$ cat src/hdl/rpc_pkg.sv
`timescale 1ns / 1ps
`default_nettype none
// ----------------------------------------------------------------------------
// rpc_pkg
// Types and constants shared by the rotator position controller modules.
// ----------------------------------------------------------------------------
package rpc_pkg;

	typedef enum logic [1:0] {
		CMD_SAMPLE = 2'd0,
		CMD_SEEK   = 2'd1,
		CMD_STOP   = 2'd2,
		CMD_CLEAR  = 2'd3
	} cmd_t;

	typedef enum logic [2:0] {
		MODE_STOP    = 3'd0,
		MODE_CW      = 3'd1,
		MODE_CCW     = 3'd2,
		MODE_MAN_CW  = 3'd3,
		MODE_MAN_CCW = 3'd4
	} mode_t;

	// configuration register indexes
	typedef enum logic {
		REG_CCW_LIMIT = 1'b0,
		REG_CW_LIMIT  = 1'b1
	} reg_idx_t;

	// switch lines, active low: bit0 CCW request, bit1 CW request
	localparam logic [1:0] SW_RELEASED = 2'b11;

	// relay pair: bit0 CW relay, bit1 CCW relay
	localparam logic [1:0] RELAY_OFF = 2'b00;
	localparam logic [1:0] RELAY_CW  = 2'b01;
	localparam logic [1:0] RELAY_CCW = 2'b10;

	localparam logic [1:0] FAULT_CCW = 2'b01;
	localparam logic [1:0] FAULT_CW  = 2'b10;

	typedef struct packed {
		mode_t      mode;
		logic [1:0] relays;
		logic [1:0] faults;
	} rpc_status_t;

endpackage : rpc_pkg
`default_nettype wire

$ cat src/hdl/rpc_ctrl.sv
`timescale 1ns / 1ps
`default_nettype none
// ----------------------------------------------------------------------------
// rpc_ctrl
// Controller state and its update: median-of-three filter,
// end limits, target check, switch handling and commands.
// ----------------------------------------------------------------------------
module rpc_ctrl
	import rpc_pkg::*;
#(
	parameter int SENSOR_BITS = 10
) (
	input  wire logic                   clk,
	input  wire logic                   arst_n,
	input  wire logic                   step,
	input  wire cmd_t                   cmd,
	input  wire logic [SENSOR_BITS-1:0] sample,
	input  wire logic [1:0]             sw,
	input  wire logic [SENSOR_BITS-1:0] target,
	input  wire logic [SENSOR_BITS-1:0] ccw_limit,
	input  wire logic [SENSOR_BITS-1:0] cw_limit,
	output rpc_status_t                 status_next,
	output logic [SENSOR_BITS-1:0]      position_next
);

	logic [SENSOR_BITS-1:0] win_q [3];
	logic [1:0]             slot_q;
	logic [SENSOR_BITS-1:0] filt_q;
	logic [SENSOR_BITS-1:0] goal_q;
	mode_t                  mode_q;
	logic [1:0]             relays_q;
	logic [1:0]             faults_q;
	logic [1:0]             last_sw_q;
	logic                   sw_seen_q;

	logic [SENSOR_BITS-1:0] win_d [3];
	logic [1:0]             slot_d;
	logic [SENSOR_BITS-1:0] filt_d;
	logic [SENSOR_BITS-1:0] goal_d;
	mode_t                  mode_d;
	logic [1:0]             relays_d;
	logic [1:0]             faults_d;
	logic [1:0]             last_sw_d;
	logic                   sw_seen_d;
	logic [SENSOR_BITS-1:0] med;
	logic                   ab, ac, bc;

	// median of the window after this sample is written
	always_comb begin
		ab = win_d[0] <= win_d[1];
		ac = win_d[0] <= win_d[2];
		bc = win_d[1] <= win_d[2];
		if (ab && ac) begin
			med = bc ? win_d[1] : win_d[2];
		end else if (!ab && bc) begin
			med = ac ? win_d[0] : win_d[2];
		end else begin
			med = ab ? win_d[0] : win_d[1];
		end
	end

	always_comb begin
		win_d     = win_q;
		slot_d    = slot_q;
		filt_d    = filt_q;
		goal_d    = goal_q;
		mode_d    = mode_q;
		relays_d  = relays_q;
		faults_d  = faults_q;
		last_sw_d = last_sw_q;
		sw_seen_d = sw_seen_q;

		if (cmd == CMD_SAMPLE) begin
			unique case (slot_q)
				2'd0: win_d[0] = sample;
				2'd1: win_d[1] = sample;
				2'd2: win_d[2] = sample;
				default: ;
			endcase
		end

		unique case (cmd)
			CMD_SAMPLE: begin
				slot_d = (slot_q >= 2'd2) ? 2'd0 : slot_q + 2'd1;
				filt_d = med;
				if (mode_q == MODE_CW || mode_q == MODE_CCW) begin
					if (med <= ccw_limit) begin
						faults_d = faults_q | FAULT_CCW;
						relays_d = relays_q & ~RELAY_CCW;
					end else if (med >= cw_limit) begin
						faults_d = faults_q | FAULT_CW;
						relays_d = relays_q & ~RELAY_CW;
					end
				end
				if ((mode_q == MODE_CW && med > goal_q) ||
				    (mode_q == MODE_CCW && med <= goal_q)) begin
					mode_d   = MODE_STOP;
					relays_d = RELAY_OFF;
				end
				if (!sw_seen_q || sw != last_sw_q) begin
					if (sw_seen_q && last_sw_q == SW_RELEASED) begin
						if (!sw[0]) begin
							mode_d   = MODE_MAN_CCW;
							relays_d = RELAY_CCW;
						end else if (!sw[1]) begin
							mode_d   = MODE_MAN_CW;
							relays_d = RELAY_CW;
						end
					end else begin
						mode_d   = MODE_STOP;
						relays_d = RELAY_OFF;
					end
					last_sw_d = sw;
					sw_seen_d = 1'b1;
				end
			end
			CMD_SEEK: begin
				goal_d = target;
				if (target > filt_q) begin
					mode_d   = MODE_CW;
					relays_d = RELAY_CW;
				end else if (target < filt_q) begin
					mode_d   = MODE_CCW;
					relays_d = RELAY_CCW;
				end else begin
					mode_d   = MODE_STOP;
					relays_d = RELAY_OFF;
				end
			end
			CMD_STOP: begin
				mode_d   = MODE_STOP;
				relays_d = RELAY_OFF;
				faults_d = 2'b00;
			end
			CMD_CLEAR: begin
				faults_d = 2'b00;
			end
			default: ;
		endcase
	end

	always_ff @(posedge clk or negedge arst_n) begin
		if (!arst_n) begin
			win_q     <= '{default: '0};
			slot_q    <= 2'd0;
			filt_q    <= '0;
			goal_q    <= '0;
			mode_q    <= MODE_STOP;
			relays_q  <= RELAY_OFF;
			faults_q  <= 2'b00;
			last_sw_q <= 2'b00;
			sw_seen_q <= 1'b0;
		end else if (step) begin
			win_q     <= win_d;
			slot_q    <= slot_d;
			filt_q    <= filt_d;
			goal_q    <= goal_d;
			mode_q    <= mode_d;
			relays_q  <= relays_d;
			faults_q  <= faults_d;
			last_sw_q <= last_sw_d;
			sw_seen_q <= sw_seen_d;
		end
	end

	assign status_next.mode   = mode_d;
	assign status_next.relays = relays_d;
	assign status_next.faults = faults_d;
	assign position_next      = filt_d;

endmodule : rpc_ctrl
`default_nettype wire

$ cat src/hdl/rotator_position_controller.sv
`timescale 1ns / 1ps
`default_nettype none
// ----------------------------------------------------------------------------
// rotator_position_controller
// Antenna rotator control from a filtered direction sensor.
// ----------------------------------------------------------------------------
// Usage:
//   Slave stream s_*: one item per transfer; s_tuser carries the command
//   (sample, seek, stop and clear, clear errors), s_tdata the sample,
//   switch lines and target. Master stream m_*: one status item per input
//   item, showing mode, relay drives, filtered position and error bits.
//   Config channel cfg_*: limit registers; the user writes them only while
//   idle, the block itself does not enforce this; cfg_ready is always high.
//   An input transfer passes the input register, then the state update
//   into the output buffer, before m_tvalid rises. Throughput: one item
//   per clock while m_tready is high.
//   Stalls: a two-entry output buffer holds results; s_tready drops once
//   the input register and both buffer entries are occupied.
//   Reset: arst_n clears the filter window, mode (stopped), relays,
//   errors, switch history and limits (CCW 0, CW 1023).
// ----------------------------------------------------------------------------
module rotator_position_controller
	import rpc_pkg::*;
#(
	parameter int SENSOR_BITS = 10
) (
	input  wire logic                   clk,
	input  wire logic                   arst_n,
	input  wire logic                   s_tvalid,
	output logic                        s_tready,
	// sensor_sample, switch_lines, target_position
	input  wire logic [((2*SENSOR_BITS+2+7)/8)*8-1:0] s_tdata,
	// command
	input  wire logic [1:0]             s_tuser,
	output logic                        m_tvalid,
	input  wire logic                   m_tready,
	// motion_mode, cw_drive, ccw_drive, filtered_position, error_bits
	output logic [((SENSOR_BITS+7+7)/8)*8-1:0] m_tdata,
	input  wire logic                   cfg_valid,
	output logic                        cfg_ready,
	input  wire logic                   cfg_index,
	input  wire logic [SENSOR_BITS-1:0] cfg_data
);

	localparam int OUT_BITS = SENSOR_BITS + 7;
	localparam int OUT_W    = ((SENSOR_BITS + 7 + 7) / 8) * 8;

	logic [SENSOR_BITS-1:0] ccw_limit_q;
	logic [SENSOR_BITS-1:0] cw_limit_q;

	logic                   item_valid_s1;
	cmd_t                   cmd_s1;
	logic [SENSOR_BITS-1:0] sample_s1;
	logic [1:0]             sw_s1;
	logic [SENSOR_BITS-1:0] target_s1;

	logic                   out_valid_q;
	logic [OUT_BITS-1:0]    out_data_q;
	logic                   skid_valid_q;
	logic [OUT_BITS-1:0]    skid_data_q;

	rpc_status_t            status_next;
	logic [SENSOR_BITS-1:0] position_next;
	logic [OUT_BITS-1:0]    result;
	logic                   accept;
	logic                   advance;
	logic                   pop;
	logic [1:0]             occupancy;

	assign cfg_ready = 1'b1;

	always_ff @(posedge clk or negedge arst_n) begin
		if (!arst_n) begin
			ccw_limit_q <= '0;
			cw_limit_q  <= SENSOR_BITS'(1023);
		end else if (cfg_valid) begin
			unique case (reg_idx_t'(cfg_index))
				REG_CCW_LIMIT: ccw_limit_q <= cfg_data;
				REG_CW_LIMIT:  cw_limit_q  <= cfg_data;
				default: ;
			endcase
		end
	end

	assign occupancy = 2'(item_valid_s1) + 2'(out_valid_q) + 2'(skid_valid_q);
	assign s_tready  = occupancy <= 2'd2;
	assign accept    = s_tvalid && s_tready;
	assign advance   = item_valid_s1 && !(out_valid_q && skid_valid_q);
	assign pop       = out_valid_q && m_tready;

	// input register
	always_ff @(posedge clk or negedge arst_n) begin
		if (!arst_n) begin
			item_valid_s1 <= 1'b0;
		end else if (accept) begin
			item_valid_s1 <= 1'b1;
		end else if (advance) begin
			item_valid_s1 <= 1'b0;
		end
	end

	always_ff @(posedge clk) begin
		if (accept) begin
			cmd_s1    <= cmd_t'(s_tuser);
			sample_s1 <= s_tdata[SENSOR_BITS-1:0];
			sw_s1     <= s_tdata[SENSOR_BITS+1:SENSOR_BITS];
			target_s1 <= s_tdata[2*SENSOR_BITS+1:SENSOR_BITS+2];
		end
	end

	rpc_ctrl #(
		.SENSOR_BITS(SENSOR_BITS)
	) u_ctrl (
		.clk          (clk),
		.arst_n       (arst_n),
		.step         (advance),
		.cmd          (cmd_s1),
		.sample       (sample_s1),
		.sw           (sw_s1),
		.target       (target_s1),
		.ccw_limit    (ccw_limit_q),
		.cw_limit     (cw_limit_q),
		.status_next  (status_next),
		.position_next(position_next)
	);

	assign result = {status_next.faults, position_next, status_next.relays[1],
	                 status_next.relays[0], status_next.mode};

	// two-entry output buffer
	always_ff @(posedge clk or negedge arst_n) begin
		if (!arst_n) begin
			out_valid_q  <= 1'b0;
			skid_valid_q <= 1'b0;
		end else if (pop) begin
			if (skid_valid_q) begin
				skid_valid_q <= advance;
			end else begin
				out_valid_q <= advance;
			end
		end else if (!out_valid_q) begin
			out_valid_q <= advance;
		end else if (advance) begin
			skid_valid_q <= 1'b1;
		end
	end

	always_ff @(posedge clk) begin
		if (pop) begin
			if (skid_valid_q) begin
				out_data_q  <= skid_data_q;
				skid_data_q <= result;
			end else begin
				out_data_q <= result;
			end
		end else if (!out_valid_q) begin
			out_data_q <= result;
		end else if (advance) begin
			skid_data_q <= result;
		end
	end

	assign m_tvalid = out_valid_q;
	assign m_tdata  = OUT_W'(out_data_q);

endmodule : rotator_position_controller
`default_nettype wire
$ cat config.mk
export PLATFORM = sky130hd
export DESIGN_NAME = rotator_position_controller
export DESIGN_NICKNAME = d
export VERILOG_FILES = /design/src/hdl/rpc_pkg.sv /design/src/hdl/rpc_ctrl.sv /design/src/hdl/rotator_position_controller.sv
export SDC_FILE = /design/constraint.sdc
export NUM_CORES = 1
export LEC_CHECK = 0
export BUFFER_PORTS_ARGS = -buffer_cell sky130_fd_sc_hd__buf_4
export CORE_ASPECT_RATIO = 1.4
export CORE_MARGIN = 2
export CORE_UTILIZATION = 50
export DETAILED_ROUTE_END_ITERATION = 16
export PLACE_DENSITY_LB_ADDON = 0.2
export SLEW_MARGIN = 5
export SYNTH_ARGS = -nofsm -noshare
export SYNTH_HDL_FRONTEND = slang
export SYNTH_SLANG_ARGS = --single-unit
$ cat constraint.sdc
create_clock -name clk -period 7 [get_ports clk]
set_input_delay 1.05 -clock clk [delete_from_list [all_inputs] [get_ports clk]]
set_output_delay 1.05 -clock clk [all_outputs]
set_load 0.01 [all_outputs]
; Word level (Yosys, flattened, before mapping)
; Index checks and enable logic that the tools add are counted.
[word_totals]
reg_bits = 143
input_bits = 42
out_inout_bits = 27
elab_cells = 127
[op_classes]
n_addsub = 3
n_lt_le_gt_ge = 11
n_eq_ne = 12
muxes = 50
n_bitwise = 1
n_reduce_logical = 28
[op_table]
columns = operator, count
row1 = two-way mux 17 bit, 7
row2 = two-way mux 10 bit, 9
row3 = <= comparator 10 bit, 5
row4 = two-way mux 30 bit, 1
row5 = two-way mux 2 bit, 14
row6 = > comparator 10 bit, 2
row7 = two-way mux 3 bit, 6
row8 = greater-or-equal comparator 10 bit, 1
row9 = < comparator 10 bit, 1
row10 = two-way mux 1 bit, 10
row11 = AND reduction 2 bit, 5
row12 = logical AND 1 bit, 9
row13 = one-hot mux 3 bit (3 select lines), 1
row14 = "equality test 2 bit, second input constant", 4
row15 = one-hot mux 2 bit (3 select lines), 1
row16 = AND reduction 3 bit, 2
row17 = nonzero test 2 bit, 3
row18 = "equality test 2 x 1 -> 1 bit, second input constant", 2
row19 = logical NOT 2 bit, 2
row20 = "inequality test 2 bit, second input constant", 2
row21 = one-hot mux 2 bit (2 select lines), 1
row22 = "equality test 3 x 1 -> 1 bit, second input constant", 1
row23 = "equality test 3 x 2 -> 1 bit, second input constant", 1
row24 = logical NOT 1 bit, 3
row25 = 10 further kinds, 12

; Logic depth before layout (Yosys ltp)
[logic_depth]
depth_word = 21
depth_mapped = 26
depth_no_buf = 23

; By module
; A second synthesis with hierarchy kept.
[hier_totals]
cells_unflattened = 775
hier_area_um2 = 8494.4
[modules_own_cells]
columns = module, instances, cells_each, area_per_inst_um2, seq_area_each_um2
row1 = rpc_ctrl, 1, 625, 5489.0, 1551.5
row2 = rotator_position_controller, 1, 150, 3005.4, 2329.7

; Least setup slack after synthesis
; No wires, ideal clock.
[synth_timing]
path_kind = register to register
from = register u_ctrl.slot_q[1]
to = register out_data_q[3], data pin
setup_ns = 0.146
t_arrival_ns = 5.659
required_time_ns = 6.854
setup_slack_ns = 1.194
path_stages_with_launch = 24
n_path_buf = 2
period_less_slack_ns = 5.806
path_cell_list = dfrtp_1 -> nor4_4 -> clkbuf_1 -> mux2i_1 -> inv_1 -> ha_1 -> a21o_1 -> a21o_1 -> a2111oi_2 -> o311ai_1 -> buf_2 -> a211oi_2 -> o21ai_1 -> and3_1 -> ha_1 -> a21o_1 -> a21o_1 -> a21oi_1 -> o211ai_1 -> nand4_1 -> a21oi_1 -> a2111oi_0 -> o21ai_0 -> a21oi_1
[synth_rtl]
columns = element, line_no
row1 = start: declaration, rpc_ctrl.sv:27  ; logic [1:0] slot_q;
row2 = start signal: assignment, rpc_ctrl.sv:155  ; slot_q <= slot_d;
row3 = end signal: assignment, rotator_position_controller.sv:151  ; out_data_q <= skid_data_q;
row4 = end signal: assignment, rotator_position_controller.sv:154  ; out_data_q <= result;
row5 = end signal: assignment, rotator_position_controller.sv:157  ; out_data_q <= result;
row6 = end: declaration, rotator_position_controller.sv:58  ; logic [OUT_BITS-1:0] out_data_q;

==> flow_summary.toml <==
[run_status]
status = "finished clean"

[timing]
timing_hold_violations_final = 0
fmax_ghz = 0.153
tns_ps = 0
rsz0062_at_grt = "no"
period_share = 0.934
setup_viol = 0
slew_viol_final = 0
maxSlewHeadroom = 0.208
worst_slew_pin_slew_ps = 1190
skew_ps = 7.02
period_minus_slack_ps = 6540

[clock_tree]
numCtsBuffers = 17
cts_hold_buf = 0
cts-resized-gates = 0
tritoncts = "done"
htree_levels = 4
cts.sinks = 143
clockBufferDepth = 2
postCtsSetupBuffers = 0
insertion_delay_ps = 430
path_clk_slew_ps = 60
clockRootBuffer = "clkbuf_16"

[logic_synthesis]
synth_cell_types = 77
synth_edf_count = 58
async_flop_share = 0.594
synth_top_area_share = 0.222
syn_inst = 821
ys.flop_type = "dfrtp_1"
synth_area_um2 = 8440
yosysMostFrequentCell = "nand2_1"
seq_area_frac_synth = 0.460
synth.avg_cell_area_um2 = 10.3
ys_warn_count = 0
synth_commonest_cells = "92 x nand2_1, 75 x dfrtp_1, 71 x inv_1"
synth_area_leaders = "dfrtp_1 22%, edfxtp_1 21%, ha_1 9.5%"
yosysTopAreaCell = "dfrtp_1"
synth-seq-cells = 143

[setup_path]
crit_chain = "nor4b_4 -> buf_4 -> mux2_2 -> inv_1 -> ha_1 -> a21o_1 -> a21o_1 -> a2111oi_2 -> o311ai_2 -> buf_4 -> nand4_1 -> o21ai_0 -> a221o_1 -> inv_1 -> ha_1 -> a21oi_1 -> nor2b_1 -> o21ai_0 -> o211ai_1 -> a211o_1 -> a21oi_1 -> a2111oi_1 -> a211o_1 -> mux2_2"
setup.worst_path.start_class = "flop"
required_ps = 7180
cpMaxStageDelayCell = "edfxtp_1"
ff2ff_path_depth = 24
timing.rr.start = "cmd_s1[0]"
cp-end-kind = "flop"
cp-startpoint = "cmd_s1[0]"
critPathMaxStageDelay_ps = 630
critical_path_class = "flop to flop"
critPathMaxFanout = 12
rrSetupSlack_ps = 460
r2r-end = "out_data_q[1]"
arrival_ps = 6720
cp-endpoint = "out_data_q[1]"

[grt]
grt_max_degree = 86
grt_pass1_vias = 6767
antenna_found_initial = 0
grt_pass1_wl_um = 33600
overflow = 0
grt.total_usage = 0.241

[finish]
area_growth_pct = 16.0
fillers = 1449
instances_no_fill = 1110
final_area_um2 = 9790
drive_gt1_frac = 0.211
antenna_cells = 0
fin_nets = 1001

[worst_hold_path]
worst_hold_path_type = "flop to flop"

[die]
io_pins = 69
die_h_um = 158
core_area_um2 = 16700
die_x_um = 114
num_rows = 56
start_util = 0.506
die_area_um2 = 18000

[routing]
routed_via_density = 5.77
detail_route.first_pass.iterations = 6
drtIter0Drc = 385
via_count = 6401
route.detailed.drc = 0
wl_um = 20500
met2_length_um = 10700
wl_met1_um = 8140
met3_wirelength_um = 779
routed.top_layer = "met4"
ant_nets = 0
drt-wirelength-per-cell_um = 18.4

[job]
drv_cap = 0

[place]
portBuffers = 58
dp_cells = 1078
hpwl_um = 15400
placed_cell_area_um2 = 9170
gp_congestion = 0.907
[stage by stage]
step           setup slack [ps]  utilization  hold WS, ps
3_5_place_dp                410        0.550          444
2_1_floorplan              1190            -          425
4_1_cts                     362        0.587          462
6_report                    464        0.587          456
3_3_place_gp                617        0.550          441
5_1_grt                    81.2        0.587          466
[how the worst min path moves through the flow]
| stage | startpoint | endpoint | cells past startpoint |
|---|---|---|---|
| 2_1_floorplan | u_ctrl.sw_seen_q | u_ctrl.sw_seen_q | 1 |
| 3_3_place_gp | u_ctrl.sw_seen_q | u_ctrl.sw_seen_q | 1 |
| 3_5_place_dp | u_ctrl.sw_seen_q | u_ctrl.sw_seen_q | 1 |
| 4_1_cts | u_ctrl.sw_seen_q | u_ctrl.sw_seen_q | 1 |
| 5_1_grt | u_ctrl.sw_seen_q | u_ctrl.sw_seen_q | 1 |
| 6_report | u_ctrl.sw_seen_q | u_ctrl.sw_seen_q | 1 |
[cell usage in the layout, fill, tap and decap left out, types with 26 or more instances in the layout]
cell type  count
o21ai_1       28
inv_1         71
a21oi_1       37
nor2_1        34
ha_1          64
nand2_1       91
mux2i_1       26
edfxtp_1      58
dfrtp_1       75
o21ai_0       58
buf_4         88
mux2_2        39
[layout make-up]
cell class | instances | area [um2] | share of cell area
multi-input combinational | 573 | 4120 | 0.420
sequential | 143 | 3880 | 0.396
timing repair buffer | 88 | 661 | 0.0675
clock buffer | 25 | 548 | 0.0560
inverter | 71 | 267 | 0.0272
tap | 203 | 254 | 0.0259
clock inverter | 7 | 68.8 | 0.00703
[worst max-delay path, delay by kind of cell, from the launching register on]
family	cells	cell delay (ps)
AOI/OAI and AO/OA	13	3200
buffers and inverters	4	820
muxes	2	650
DFF	1	630
adders and majority gates	2	520
and+or+nand+nor	3	420
[registers in the layout (all words and copies together) (netlist names)]
signal,count
u_ctrl.sw_seen_q,1
u_ctrl.relays_q,2
cw_limit_q,10
m_tvalid,1
u_ctrl.filt_q,10
u_ctrl.slot_q,2
sw_s1,2
skid_data_q,17
u_ctrl.mode_q,3
item_valid_s1,1
u_ctrl.last_sw_q,2
target_s1,10
sample_s1,10
cmd_s1,2
u_ctrl.faults_q,2
ccw_limit_q,10
skid_valid_q,1
u_ctrl.goal_q,10
u_ctrl.win_q,30
out_data_q,17
[routing by layer]
metal  track usage  vias up
met3        0.0444       59
met4         0.114        0
met5             0        -
li1              -     3094
met1         0.269     3074
met2         0.443      174
[cell families after synthesis]
| kind of cell | after synthesis | share of synthesized area |
|---|---|---|
| and+or+nand+nor | 218 | 0.129 |
| AOI/OAI and AO/OA | 207 | 0.159 |
| DFF | 143 | 0.460 |
| buffers and inverters | 111 | 0.0574 |
| muxes | 69 | 0.0903 |
| adders and majority gates | 65 | 0.0972 |
| xor gates and xnor gates | 6 | 0.00623 |
| other | 2 | 0.000890 |
Power is left out: the tool's default activity adds up to more than one toggle a clock period on the data nets, which glitch-free logic cannot reach.
